File: config.mk
export PLATFORM = sky130hd
export DESIGN_NAME = co2_frame_check_median_average
export DESIGN_NICKNAME = d
export VERILOG_FILES = /design/src/rtl/co2fc_pkg.sv /design/src/rtl/co2_frame_check_median_average.sv
export SDC_FILE = /design/constraint.sdc
export NUM_CORES = 1
export LEC_CHECK = 0
export BUFFER_PORTS_ARGS = -buffer_cell sky130_fd_sc_hd__buf_2
export CORE_UTILIZATION = 45
export CTS_BUF_LIST = sky130_fd_sc_hd__clkbuf_4 sky130_fd_sc_hd__clkbuf_8
export CTS_CLUSTER_SIZE = 16
export DETAILED_ROUTE_END_ITERATION = 7
export PLACE_DENSITY = 0.7
export SYNTH_ARGS = -nofsm -noshare
export SYNTH_HDL_FRONTEND = slang
export SYNTH_SLANG_ARGS = --single-unit
File: constraint.sdc
create_clock -name clk -period 13.9 [get_ports clk]
set_input_delay 2.78 -clock clk [delete_from_list [all_inputs] [get_ports clk]]
set_output_delay 2.78 -clock clk [all_outputs]
set_load 0.03 [all_outputs]
File: src/rtl/co2fc_pkg.sv
// ----------------------------------------------------------------------------
// co2fc_pkg
// Shared types, constants and helper functions for the co2 frame checker:
// frame layout, crc-8 step, status codes and float to ppm conversion.
// ----------------------------------------------------------------------------
package co2fc_pkg;

  localparam int unsigned FRAME_BYTES = 18;
  localparam int unsigned RING_DEPTH  = 5;
  localparam int unsigned HALF_WORDS  = 6;

  localparam logic [7:0] CRC_POLY = 8'h31;
  localparam logic [7:0] CRC_INIT = 8'hFF;

  // byte position of the last frame byte
  localparam logic [4:0] LAST_POS = 5'(FRAME_BYTES - 1);

  typedef logic [1:0] status_t;
  localparam status_t ST_OK   = 2'd0;
  localparam status_t ST_CRC  = 2'd1;
  localparam status_t ST_NAN  = 2'd2;
  localparam status_t ST_ZERO = 2'd3;

  // role of a byte inside its three-byte group
  typedef logic [1:0] phase_t;
  localparam phase_t PH_HIGH = 2'd0;
  localparam phase_t PH_LOW  = 2'd1;
  localparam phase_t PH_CRC  = 2'd2;

  function automatic logic [7:0] crc8_update(input logic [7:0] crc, input logic [7:0] b);
    logic [7:0] c;
    c = crc ^ b;
    for (int i = 0; i < 8; i++) begin
      c = c[7] ? ((c << 1) ^ CRC_POLY) : (c << 1);
    end
    return c;
  endfunction

  function automatic phase_t byte_phase(input logic [4:0] pos);
    phase_t ph;
    case (pos) inside
      5'd0, 5'd3, 5'd6, 5'd9, 5'd12, 5'd15:  ph = PH_HIGH;
      5'd1, 5'd4, 5'd7, 5'd10, 5'd13, 5'd16: ph = PH_LOW;
      default:                               ph = PH_CRC;
    endcase
    return ph;
  endfunction

  function automatic logic [2:0] byte_word(input logic [4:0] pos);
    logic [2:0] w;
    case (pos) inside
      5'd0, 5'd1, 5'd2:    w = 3'd0;
      5'd3, 5'd4, 5'd5:    w = 3'd1;
      5'd6, 5'd7, 5'd8:    w = 3'd2;
      5'd9, 5'd10, 5'd11:  w = 3'd3;
      5'd12, 5'd13, 5'd14: w = 3'd4;
      default:             w = 3'd5;
    endcase
    return w;
  endfunction

  // ieee single to unsigned 16-bit, truncating, negatives to zero, saturating
  function automatic logic [15:0] float_to_u16(input logic [31:0] bits);
    logic [7:0]  e;
    logic [7:0]  sh;
    logic [23:0] mant;
    logic [15:0] r;
    e    = bits[30:23];
    sh   = e - 8'd127;
    mant = {1'b1, bits[22:0]};
    if (bits[31] || e < 8'd127) begin
      r = 16'd0;
    end else if (sh >= 8'd16) begin
      r = 16'hFFFF;
    end else begin
      r = 16'(mant >> (5'd23 - sh[4:0]));
    end
    return r;
  endfunction

endpackage

File: src/rtl/co2_frame_check_median_average.sv
// ----------------------------------------------------------------------------
// co2_frame_check_median_average
// Checks an 18-byte co2 sensor frame (crc-8 per word, nan/inf, zero co2),
// keeps a median-of-five ring of co2 readings and a running average.
// ----------------------------------------------------------------------------
//  channel | dir | ports                             | word
//  in      | in  | in_tvalid/in_tready/in_tdata/tuser | one frame byte
//  out     | out | out_tvalid/out_tready/out_tdata/tuser | one frame result
//  cfg     | in  | cfg_psel/penable/pwrite/paddr/...  | average_shift register
//
//  one byte is taken per cycle while in_tready is high; crc and word assembly update on the fly
//  after its last byte the result of a frame is registered in order through check,
//  convert and ring write, median, and average update into the output register
//  the last byte of a frame waits while an earlier result is still in flight
//  or not yet taken, all other bytes flow on during an output stall
//  rst_n is synchronous; ring and average are first written by the first good frame
// ----------------------------------------------------------------------------
module co2_frame_check_median_average
  import co2fc_pkg::*;
(
  input  logic        clk,
  input  logic        rst_n,
  input  logic        in_tvalid,
  output logic        in_tready,
  input  logic [7:0]  in_tdata,     // rx_byte
  input  logic        in_tuser,     // frame_start
  output logic        out_tvalid,
  input  logic        out_tready,
  output logic [95:0] out_tdata,    // co2_median, co2_average, temperature_bits, humidity_bits
  output logic [1:0]  out_tuser,    // status
  input  logic        cfg_psel,
  input  logic        cfg_penable,
  input  logic        cfg_pwrite,
  input  logic [2:0]  cfg_paddr,
  input  logic [31:0] cfg_pwdata,
  output logic [31:0] cfg_prdata,
  output logic        cfg_pready
);

  // configuration
  logic [3:0] shift_r;

  assign cfg_pready = 1'b1;
  assign cfg_prdata = cfg_paddr[2] ? 32'd0 : {28'd0, shift_r};

  always_ff @(posedge clk) begin
    if (!rst_n) begin
      shift_r <= 4'd5;
    end else if (cfg_psel && cfg_penable && cfg_pwrite && cfg_pready && !cfg_paddr[2]) begin
      shift_r <= cfg_pwdata[3:0];
    end
  end

  // byte assembly state
  logic [4:0]  pos_r, pos_nxt;
  logic [7:0]  crc_r, crc_nxt;
  logic [7:0]  hi_r, hi_nxt;
  status_t     err_r, err_nxt;
  logic [15:0] hw_r [HALF_WORDS];
  logic [15:0] hw_nxt [HALF_WORDS];

  // result pipeline
  logic        s1_valid_r, s2_valid_r, s3_valid_r, out_valid_r;
  status_t     s1_status_r, s2_status_r, s3_status_r;
  logic [31:0] s1_co2_r;
  logic [31:0] s1_temp_r, s1_hum_r, s2_temp_r, s2_hum_r, s3_temp_r, s3_hum_r;
  logic [15:0] s3_med_r;
  logic [95:0] out_data_r;
  status_t     out_status_r;

  logic        take, frame_end, busy;
  logic [4:0]  pos_eff;
  logic [7:0]  crc_eff;
  status_t     err_eff, err_chk;
  phase_t      ph;
  logic [2:0]  wd;

  assign busy      = s1_valid_r || s2_valid_r || s3_valid_r || out_valid_r;
  assign in_tready = !(pos_r == LAST_POS && busy);
  assign take      = in_tvalid && in_tready;

  assign pos_eff = in_tuser ? 5'd0 : pos_r;
  assign crc_eff = in_tuser ? CRC_INIT : crc_r;
  assign err_eff = in_tuser ? ST_OK : err_r;
  assign ph      = byte_phase(pos_eff);
  assign wd      = byte_word(pos_eff);

  always_comb begin
    pos_nxt   = pos_r;
    crc_nxt   = crc_r;
    hi_nxt    = hi_r;
    err_nxt   = err_r;
    hw_nxt    = hw_r;
    frame_end = 1'b0;
    err_chk   = err_eff;
    if (take) begin
      pos_nxt = pos_eff;
      crc_nxt = crc_eff;
      err_nxt = err_eff;
      if (pos_eff < 5'(FRAME_BYTES)) begin
        pos_nxt = pos_eff + 5'd1;
        case (ph)
          PH_HIGH: begin
            hi_nxt  = in_tdata;
            crc_nxt = crc8_update(crc_eff, in_tdata);
          end
          PH_LOW: begin
            crc_nxt    = crc8_update(crc_eff, in_tdata);
            hw_nxt[wd] = {hi_r, in_tdata};
          end
          default: begin
            if (err_chk == ST_OK && crc_eff != in_tdata) err_chk = ST_CRC;
            crc_nxt = CRC_INIT;
            // second word of a value: exponent sits in the high half
            if (wd[0] && err_chk == ST_OK && hw_r[{wd[2:1], 1'b0}][14:7] == 8'hFF) begin
              err_chk = ST_NAN;
            end
            if (pos_eff == LAST_POS) begin
              if (err_chk == ST_OK && hw_r[0][14:0] == 15'd0 && hw_r[1] == 16'd0) begin
                err_chk = ST_ZERO;
              end
              frame_end = 1'b1;
            end
            err_nxt = err_chk;
          end
        endcase
      end
    end
  end

  always_ff @(posedge clk) begin
    if (!rst_n) begin
      pos_r <= 5'd0;
      crc_r <= CRC_INIT;
      hi_r  <= 8'd0;
      err_r <= ST_OK;
      for (int i = 0; i < HALF_WORDS; i++) hw_r[i] <= 16'd0;
    end else begin
      pos_r <= pos_nxt;
      crc_r <= crc_nxt;
      hi_r  <= hi_nxt;
      err_r <= err_nxt;
      hw_r  <= hw_nxt;
    end
  end

  // stage 1: frame verdict and value words
  always_ff @(posedge clk) begin
    if (!rst_n) begin
      s1_valid_r <= 1'b0;
    end else begin
      s1_valid_r <= frame_end;
    end
    if (frame_end) begin
      s1_status_r <= err_chk;
      s1_co2_r    <= {hw_r[0], hw_r[1]};
      s1_temp_r   <= {hw_r[2], hw_r[3]};
      s1_hum_r    <= {hw_r[4], hw_r[5]};
    end
  end

  // stage 2: conversion and ring write
  logic [15:0] ring_r [RING_DEPTH];
  logic [15:0] avg_r;
  logic [2:0]  slot_r;
  logic        filled_r;
  logic [15:0] co2_ppm;
  logic [2:0]  slot_eff;
  logic        s1_ok;

  assign co2_ppm  = float_to_u16(s1_co2_r);
  assign slot_eff = (slot_r >= 3'(RING_DEPTH)) ? 3'd0 : slot_r;
  assign s1_ok    = s1_valid_r && s1_status_r == ST_OK;

  // running average, updated from the median stage
  logic               s3_ok;
  logic signed [16:0] delta, bias, change;
  logic [15:0]        avg_new;

  assign s3_ok  = s3_valid_r && s3_status_r == ST_OK;
  assign delta  = $signed({1'b0, s3_med_r}) - $signed({1'b0, avg_r});
  // bias negative steps so the shift truncates toward zero
  assign bias   = delta[16] ? $signed((17'd1 << shift_r) - 17'd1) : 17'sd0;
  assign change = (delta + bias) >>> shift_r;
  assign avg_new = avg_r + change[15:0];

  always_ff @(posedge clk) begin
    if (!rst_n) begin
      slot_r   <= 3'd0;
      filled_r <= 1'b0;
    end else if (s1_ok) begin
      if (!filled_r) begin
        slot_r   <= 3'd1;
        filled_r <= 1'b1;
      end else begin
        slot_r <= (slot_eff == 3'(RING_DEPTH - 1)) ? 3'd0 : slot_eff + 3'd1;
      end
    end
  end

  always_ff @(posedge clk) begin
    if (s1_ok) begin
      if (!filled_r) begin
        for (int i = 0; i < RING_DEPTH; i++) ring_r[i] <= co2_ppm;
      end else begin
        ring_r[slot_eff] <= co2_ppm;
      end
    end
    if (s1_ok && !filled_r) begin
      avg_r <= co2_ppm;
    end else if (s3_ok) begin
      avg_r <= avg_new;
    end
  end

  always_ff @(posedge clk) begin
    if (!rst_n) begin
      s2_valid_r <= 1'b0;
    end else begin
      s2_valid_r <= s1_valid_r;
    end
    s2_status_r <= s1_status_r;
    s2_temp_r   <= s1_temp_r;
    s2_hum_r    <= s1_hum_r;
  end

  // stage 3: median by rank, ties broken by ring index
  logic [2:0]  rank [RING_DEPTH];
  logic [15:0] med;

  always_comb begin
    med = ring_r[0];
    for (int i = 0; i < RING_DEPTH; i++) begin
      rank[i] = 3'd0;
      for (int j = 0; j < RING_DEPTH; j++) begin
        if (j != i && (ring_r[j] < ring_r[i] || (ring_r[j] == ring_r[i] && j < i))) begin
          rank[i] = rank[i] + 3'd1;
        end
      end
    end
    for (int i = 0; i < RING_DEPTH; i++) begin
      if (rank[i] == 3'd2) med = ring_r[i];
    end
  end

  always_ff @(posedge clk) begin
    if (!rst_n) begin
      s3_valid_r <= 1'b0;
    end else begin
      s3_valid_r <= s2_valid_r;
    end
    s3_status_r <= s2_status_r;
    s3_med_r    <= med;
    s3_temp_r   <= s2_temp_r;
    s3_hum_r    <= s2_hum_r;
  end

  // output register
  always_ff @(posedge clk) begin
    if (!rst_n) begin
      out_valid_r <= 1'b0;
    end else if (s3_valid_r) begin
      out_valid_r <= 1'b1;
    end else if (out_tready) begin
      out_valid_r <= 1'b0;
    end
    if (s3_valid_r) begin
      out_status_r <= s3_status_r;
      out_data_r   <= s3_ok ? {s3_hum_r, s3_temp_r, avg_new, s3_med_r} : 96'd0;
    end
  end

  assign out_tvalid = out_valid_r;
  assign out_tdata  = out_data_r;
  assign out_tuser  = out_status_r;

  // a result never reaches the output register while an older one waits
  a_out_free: assert property (@(posedge clk) disable iff (!rst_n)
    s3_valid_r |-> !out_valid_r)
    else $error("result overwrote a pending output word");

  // the last byte of a frame waits while a result is busy, so at most one result is in flight
  a_one_in_flight: assert property (@(posedge clk) disable iff (!rst_n)
    $onehot0({s1_valid_r, s2_valid_r, s3_valid_r, out_valid_r}))
    else $error("more than one frame result in flight");

  // write slot stays inside the ring once it is filled
  a_slot_range: assert property (@(posedge clk) disable iff (!rst_n)
    filled_r |-> (slot_r < 3'(RING_DEPTH)))
    else $error("ring write slot out of range");

  // ring fills on the first good frame only
  a_fill_once: assert property (@(posedge clk) disable iff (!rst_n)
    $rose(filled_r) |-> ($past(s1_ok) && slot_r == 3'd1))
    else $error("ring filled without a good frame");

endmodule

-- After elaboration in Yosys (flattened, before gate mapping)
Memory sizes are Yosys's and may differ from the RTL's.
Cells that the tools add are included.
- input port bits: 51
- memory bits (read-only): 0
- word-level logic and storage cells: 262
- bits in writable memories: 80
- memories: 1
- latch bits: 0
- register bits: 491
- memory list (name ; depth ; width ; rd ports ; clocked after Yosys merged registers in ; wr ports ; RTL line ; source):
    ring_r ; 5 ; 16 ; 5 ; 0 ; 5 ; co2_frame_check_median_average.sv:163 ; logic [15:0] ring_r [RING_DEPTH];
- magnitude comparators: 23
- reduce and logical (&&, ||, !) cells: 53
- eq/ne operators: 36
- bitwise operators: 11
- shift operators: 3
- divide/modulo/power cells: 0
- multipliers: 0
- $add $sub $neg: 20
- mux-type cells: 84
- operator list (operator ; number):
    $lt 16x16->1 ; 16
    $eq 16x16->1 ; 10
    $mux 16 ; 10
    $bwmux 96 ; 1
    $mux 3 ; 20
    $bmux 16 s3 ; 1
    $demux 16 s3 ; 1
    $mux 6 ; 8
    $eq 5x4->1 const B ; 8
    $add 3x1->3 const B ; 13
    $mux 2 ; 16
    $mux 15 ; 2
    $mux 8 ; 3
    $not 3->3 ; 8
    $shr 24x5->16 ; 1
    $eq 5x3->1 const B ; 4
    $mux 1 ; 18
    $add 17x17->17 ; 1
    $mux 17 ; 1
    $shl 1x4->17 const A ; 1
    $sshr 17x4->16 ; 1
    $sub 16x16->17 ; 1
    $sub 17x1->17 const B ; 1
    $add 16x16->16 ; 1
    34 further kinds ; 83

-- Longest topological paths before layout
- depth in word-level cells: 26
- depth in mapped cells: 33
- mapped depth without buffers: 32

-- Worst setup path after synthesis
OpenSTA, ideal clock, no wires.
- path kind: input -> register
- start point: in in_tuser
- end point: reg s1_co2_r[0] (enable)
- buffers on the path: 0
- library setup time: 800 ps
- path slack: -433 ps
- data arrival time: 13533 ps
- stages: 8
- cells stage by stage: clkinv_1 > nand2_1 > inv_1 > ha_1 > and4_1 > ha_1 > a211oi_1 > nor4bb_1
- cells in the longest elaborated chain, start to end: 10
- ends and longest elaborated chain (item ; RTL line ; source):
    start, declared ; co2_frame_check_median_average.sv:26 ; input logic in_tuser,
    $mux 5 (*) ; co2_frame_check_median_average.sv:82 ; assign pos_eff = in_tuser ? 5'd0 : pos_r;
    $eq 5x1->1 (tied with other cells) ; co2_frame_check_median_average.sv:85 ; assign ph = byte_phase(pos_eff);
    $reduce_or 6->1 ; co2fc_pkg.sv:41 ; case (pos) inside
    $mux 2 (2 in a row) ; co2fc_pkg.sv:41 ;
    $eq 2x1->1 / $logic_not 2->1 (equally long branches) ; co2_frame_check_median_average.sv:102 ; case (ph)
    $reduce_or 2->1 (no line) ; n/a ;
    $mux 1 ; co2_frame_check_median_average.sv:102 ;
    $mux 1 (*) ; co2_frame_check_median_average.sv:100 ; if (pos_eff < 5'(FRAME_BYTES)) begin
    $mux 1 (*) ; co2_frame_check_median_average.sv:96 ; if (take) begin
    named net frame_end ; co2_frame_check_median_average.sv:71 ; logic take, frame_end, busy;
    end signal, assigned ; co2_frame_check_median_average.sv:156 ; s1_co2_r <= {hw_r[0], hw_r[1]};
    end, declared ; co2_frame_check_median_average.sv:65 ; logic [31:0] s1_co2_r;
The timed path passes the listed nets; every way through them passes the cells marked *.
A chain may end at the register's enable or synchronous reset.

-- Worst setup path in the final report
- start point: reg s3_med_r[0]
- end point: reg avg_r[15], data pin
- cells in the longest elaborated chain, start to end: 7
- ends and longest elaborated chain (item ; RTL line ; source):
    start, declared ; co2_frame_check_median_average.sv:67 ; logic [15:0] s3_med_r;
    start signal, assigned ; co2_frame_check_median_average.sv:253 ; s3_med_r <= med;
    $sub 16x16->17 (*) ; co2_frame_check_median_average.sv:181 ; assign delta = $signed({1'b0, s3_med_r}) - $signed({1'b0, avg_r});
    $mux 17 ; co2_frame_check_median_average.sv:183 ; assign bias = delta[16] ? $signed((17'd1 << shift_r) - 17'd1) : 17'sd0;
    $add 17x17->17 (*) ; co2_frame_check_median_average.sv:184 ; assign change = (delta + bias) >>> shift_r;
    $sshr 17x4->16 (*) ; co2_frame_check_median_average.sv:184 ;
    $add 16x16->16 (*) ; co2_frame_check_median_average.sv:185 ; assign avg_new = avg_r + change[15:0];
    $mux 16 (*) ; co2_frame_check_median_average.sv:211 ; end else if (s3_ok) begin
    $mux 16 (*) ; co2_frame_check_median_average.sv:209 ; if (s1_ok && !filled_r) begin
    end signal, assigned ; co2_frame_check_median_average.sv:210 ; avg_r <= co2_ppm;
    end signal, assigned ; co2_frame_check_median_average.sv:212 ; avg_r <= avg_new;
    end, declared ; co2_frame_check_median_average.sv:164 ; logic [15:0] avg_r;
Mark *: on every way between the ends. The rest lies on a longest branch, timed or not. The select of a mux whose other input is x is not followed.

==> results.md <==
* Status: completed
* Detailed Route WL at 66900 µm
* Hold Fails Final Rpt at 0
* DP HPWL at 48300 µm
* Root Buffer: clkbuf_8
* Post-CTS Setup Inserts at 0
* Synth Flop Type: edfxtp_1
* Post-layout minimum cycle time at 9.10 ns
* Largest net degree at the start of global routing at 104
* Hold Crit Depth at 0
* Reg-to-reg slack, setup at 4.80 ns
* Routability cong. at 0.908
* CTS tree: done
* Antenna violations before repair at 2
* Total grt overflow at 0
* H-tree depth at 3
* Max-capacitance violation count at 0
* Fin crit share at 0.655
* Via count at 19100
* Worst Tran Pin Value at 1.15 ns
* CP required at 14.30 ns
* Clock net sink count at 571
* CTS Buf Count at 84
* Fin util at 0.509
* Vias in the first global route at 18600
* Post-CTS Hold Fix Bufs at 0
* # rows at 90
* Setup TNS at 0 ns
* Max-slew headroom at 0.233
* Syn. warnings at 0
* Hold crit path type: register to register
* Crit Path Class: register to register
* Core area at 60700 µm²
* FMAX at 0.110 GHz
* Seq cells post-synth at 571
* Synthesized area at 27800 µm²
* Die W at 251 µm
* Post-synthesis cell count at 2481
* Share of cells above drive strength 1 at 0.131
* Clock transition at path regs at 0.07 ns
* # IOs at 184
* Gr usage total at 0.209
* Area delta synth->final at 11.2%
* Avg Synthesized Cell Area at 11.2 µm²
* Worst Skew at 0.0337 ns
* RSZ-0062 raised after global routing: no
* Critical path's largest stage delay at 0.75 ns
* Routed len/inst at 19.3 µm
* First-pass GRT wire length at 103000 µm
* Hold path startpoint: s2_status_r[1]
* P per Cell Area at 109 nW/µm²
* Fill count at 5257
* LEAKAGE at 13.2 nW
* Critical Path Sink Type: register
* Worst skew pair latency at 0.67 ns
* Reg2reg start: s3_med_r[0]
* WHS Endpoint: s3_status_r[1]
* DR vias/cell at 5.50
* Number of synthesized flops with an enable pin at 292
* Max VDD drop at 0.0000731 V
* Die Ht at 251 µm
* Initial DRC Count at 1373
* Number of remaining DRC errors at 0
* Seq/Total Area, Yosys at 0.516
* Die Area at 62800 µm²
* Worst Reg-to-Reg Cells at 29
* CP max stage cell: a2111oi_0
* Port-buffer cells at 124
* Initial Util at 0.458
* Routed Antenna Nets at 0
* Nets at 2896
* Max-slew violations at 0
* Worst flop-to-flop path endpoint: avg_r[15]
* Crit start category: register
* Post-CTS sizing at 0
* CP Max Fanout at 11
* Final setup violation count at 0
* Worst Path Arrival at 9.50 ns
* Asr flop ratio synth at 0
* Deepest clock path buffer count at 3
* Post-synth cell types at 81
* First-pass DRT Iterations at 5
## worst max-delay path: cells and delay by family, from the launching register on
kind | cells | cell delay, ns
xor gates and xnor gates | 3 | 0.53
adders and majority gates | 4 | 1.25
DFF | 1 | 0.31
buffers and inverters | 2 | 0.14
and+or+nand+nor | 2 | 0.60
muxes | 1 | 0.55
AOI/OAI and AO/OA | 17 | 5.45
## metal layers
metal | routed length (µm) | vias to the layer above | GRT usage
met4 | 1130 | 0 | 0.0559
met1 | 31400 | 9199 | 0.293
met3 | 3290 | 77 | 0.0268
met5 | 0 | - | 0
met2 | 31000 | 497 | 0.341
li1 | - | 9291 | -
## area by class of cell
class | count | area, µm² | share of cell area
flip-flops and latches | 571 | 14400 | 0.465
inverters | 122 | 458 | 0.0148
diodes | 1 | 2.50 | 0.0000810
well taps | 782 | 978 | 0.0317
clock buffers | 126 | 1560 | 0.0504
repair buffers | 146 | 786 | 0.0254
multi-input cells | 1687 | 12500 | 0.404
clock inverters | 31 | 268 | 0.00866
## kinds of logic after synthesis
| logic type | after synthesis | synth area share |
|---|---|---|
| and+or+nand+nor | 692 | 0.129 |
| DFF | 571 | 0.516 |
| AOI/OAI and AO/OA | 468 | 0.113 |
| buffers and inverters | 251 | 0.0387 |
| adders and majority gates | 233 | 0.106 |
| muxes | 189 | 0.0731 |
| xor gates and xnor gates | 75 | 0.0236 |
| other | 2 | 0.000270 |
## cell usage after synthesis, types with 4 or more instances
library cell | instances | area (µm²)
o211ai_1 | 17 | 128
or2_2 | 12 | 75.1
o21a_1 | 33 | 248
nor4_1 | 12 | 75.1
o22ai_1 | 30 | 188
buf_2 | 8 | 40.0
mux2_2 | 12 | 135
clkbuf_1 | 82 | 308
buf_1 | 8 | 30.0
dfxtp_1 | 279 | 5590
o21bai_1 | 6 | 45.0
nand2b_1 | 13 | 81.3
a21o_1 | 46 | 345
a21oi_1 | 109 | 546
and4_1 | 6 | 52.6
a2111oi_0 | 5 | 43.8
o31ai_1 | 11 | 82.6
o31a_1 | 6 | 52.6
buf_4 | 29 | 218
nor2_1 | 132 | 495
and2_1 | 14 | 87.6
a31oi_1 | 16 | 100
and3_1 | 90 | 563
nand4_1 | 39 | 244
mux4_2 | 10 | 225
or3_1 | 10 | 62.6
inv_1 | 118 | 443
a21boi_0 | 8 | 60.1
a22o_1 | 4 | 35.0
nor3_1 | 34 | 170
xor2_1 | 23 | 201
a221oi_1 | 10 | 87.6
nand3_1 | 26 | 130
ha_1 | 230 | 2880
a211oi_1 | 18 | 135
mux2i_1 | 167 | 1670
xnor2_1 | 52 | 455
a221oi_2 | 11 | 165
edfxtp_1 | 292 | 8770
nor2b_1 | 136 | 851
nand2_1 | 151 | 567
o22a_1 | 7 | 61.3
o21ai_0 | 94 | 470
## state kept, by name (all words and copies together) (netlist names), 32 cells and up
signal,flops
s2_hum_r,32
ring_r,80
s1_co2_r,32
s3_temp_r,32
s2_temp_r,32
hw_r,96
s3_hum_r,32
s1_hum_r,32
s1_temp_r,32
out_tdata,96
## worst max path at each step
stage               cells past startpoint        start  slack [ns]     endpoint
floorplan                               8     in_tuser        3.42  s1_co2_r[0]
global placement                       29  s3_med_r[0]        5.04    avg_r[15]
detailed placement                     29  s3_med_r[0]        4.95    avg_r[15]
CTS                                    29  s3_med_r[0]        4.93    avg_r[15]
global route                           29  s3_med_r[0]        4.32    avg_r[14]
finish                                 29  s3_med_r[0]        4.80    avg_r[15]
## layout by cell type (no fill, tap or decap), types with 12 or more instances in the layout
| cell type | instances |
|---|---|
| a211oi_1 | 18 |
| a21o_1 | 46 |
| a21oi_1 | 109 |
| a31oi_1 | 16 |
| and2_1 | 14 |
| and3_1 | 90 |
| buf_2 | 124 |
| buf_4 | 22 |
| clkbuf_4 | 28 |
| clkbuf_8 | 98 |
| clkinv_1 | 15 |
| conb_1 | 30 |
| dfxtp_1 | 278 |
| edfxtp_1 | 292 |
| ha_1 | 230 |
| inv_1 | 118 |
| mux2_2 | 12 |
| mux2i_1 | 167 |
| nand2_1 | 151 |
| nand2b_1 | 13 |
| nand3_1 | 26 |
| nand4_1 | 39 |
| nor2_1 | 131 |
| nor2b_1 | 136 |
| nor3_1 | 34 |
| nor4_1 | 12 |
| o211ai_1 | 17 |
| o21a_1 | 33 |
| o21ai_0 | 94 |
| o22ai_1 | 30 |
| or2_2 | 12 |
| xnor2_1 | 52 |
| xor2_1 | 23 |
## power breakdown
part,switching [mW],internal (mW)
Sequential,0.0139,1.77
Combinational,0.0962,0.0631
Clock,0.646,0.772
Total,0.756,2.60
## through the flow
stage	setup slack [ns]	total power [mW]	hold slack, ns	area [µm²]	std cells
after floorplan	3.42	1.94	0.310	27900	2509
after global placement	5.04	1.97	0.312	29100	3308
after detailed placement	4.95	1.97	0.312	29100	3308
after CTS	4.93	3.38	0.318	30900	3465
after global routing	4.32	3.47	0.321	30900	3466
final	4.80	3.36	0.321	30900	3466
No activity file was read; power rests on OpenSTA's default activity.
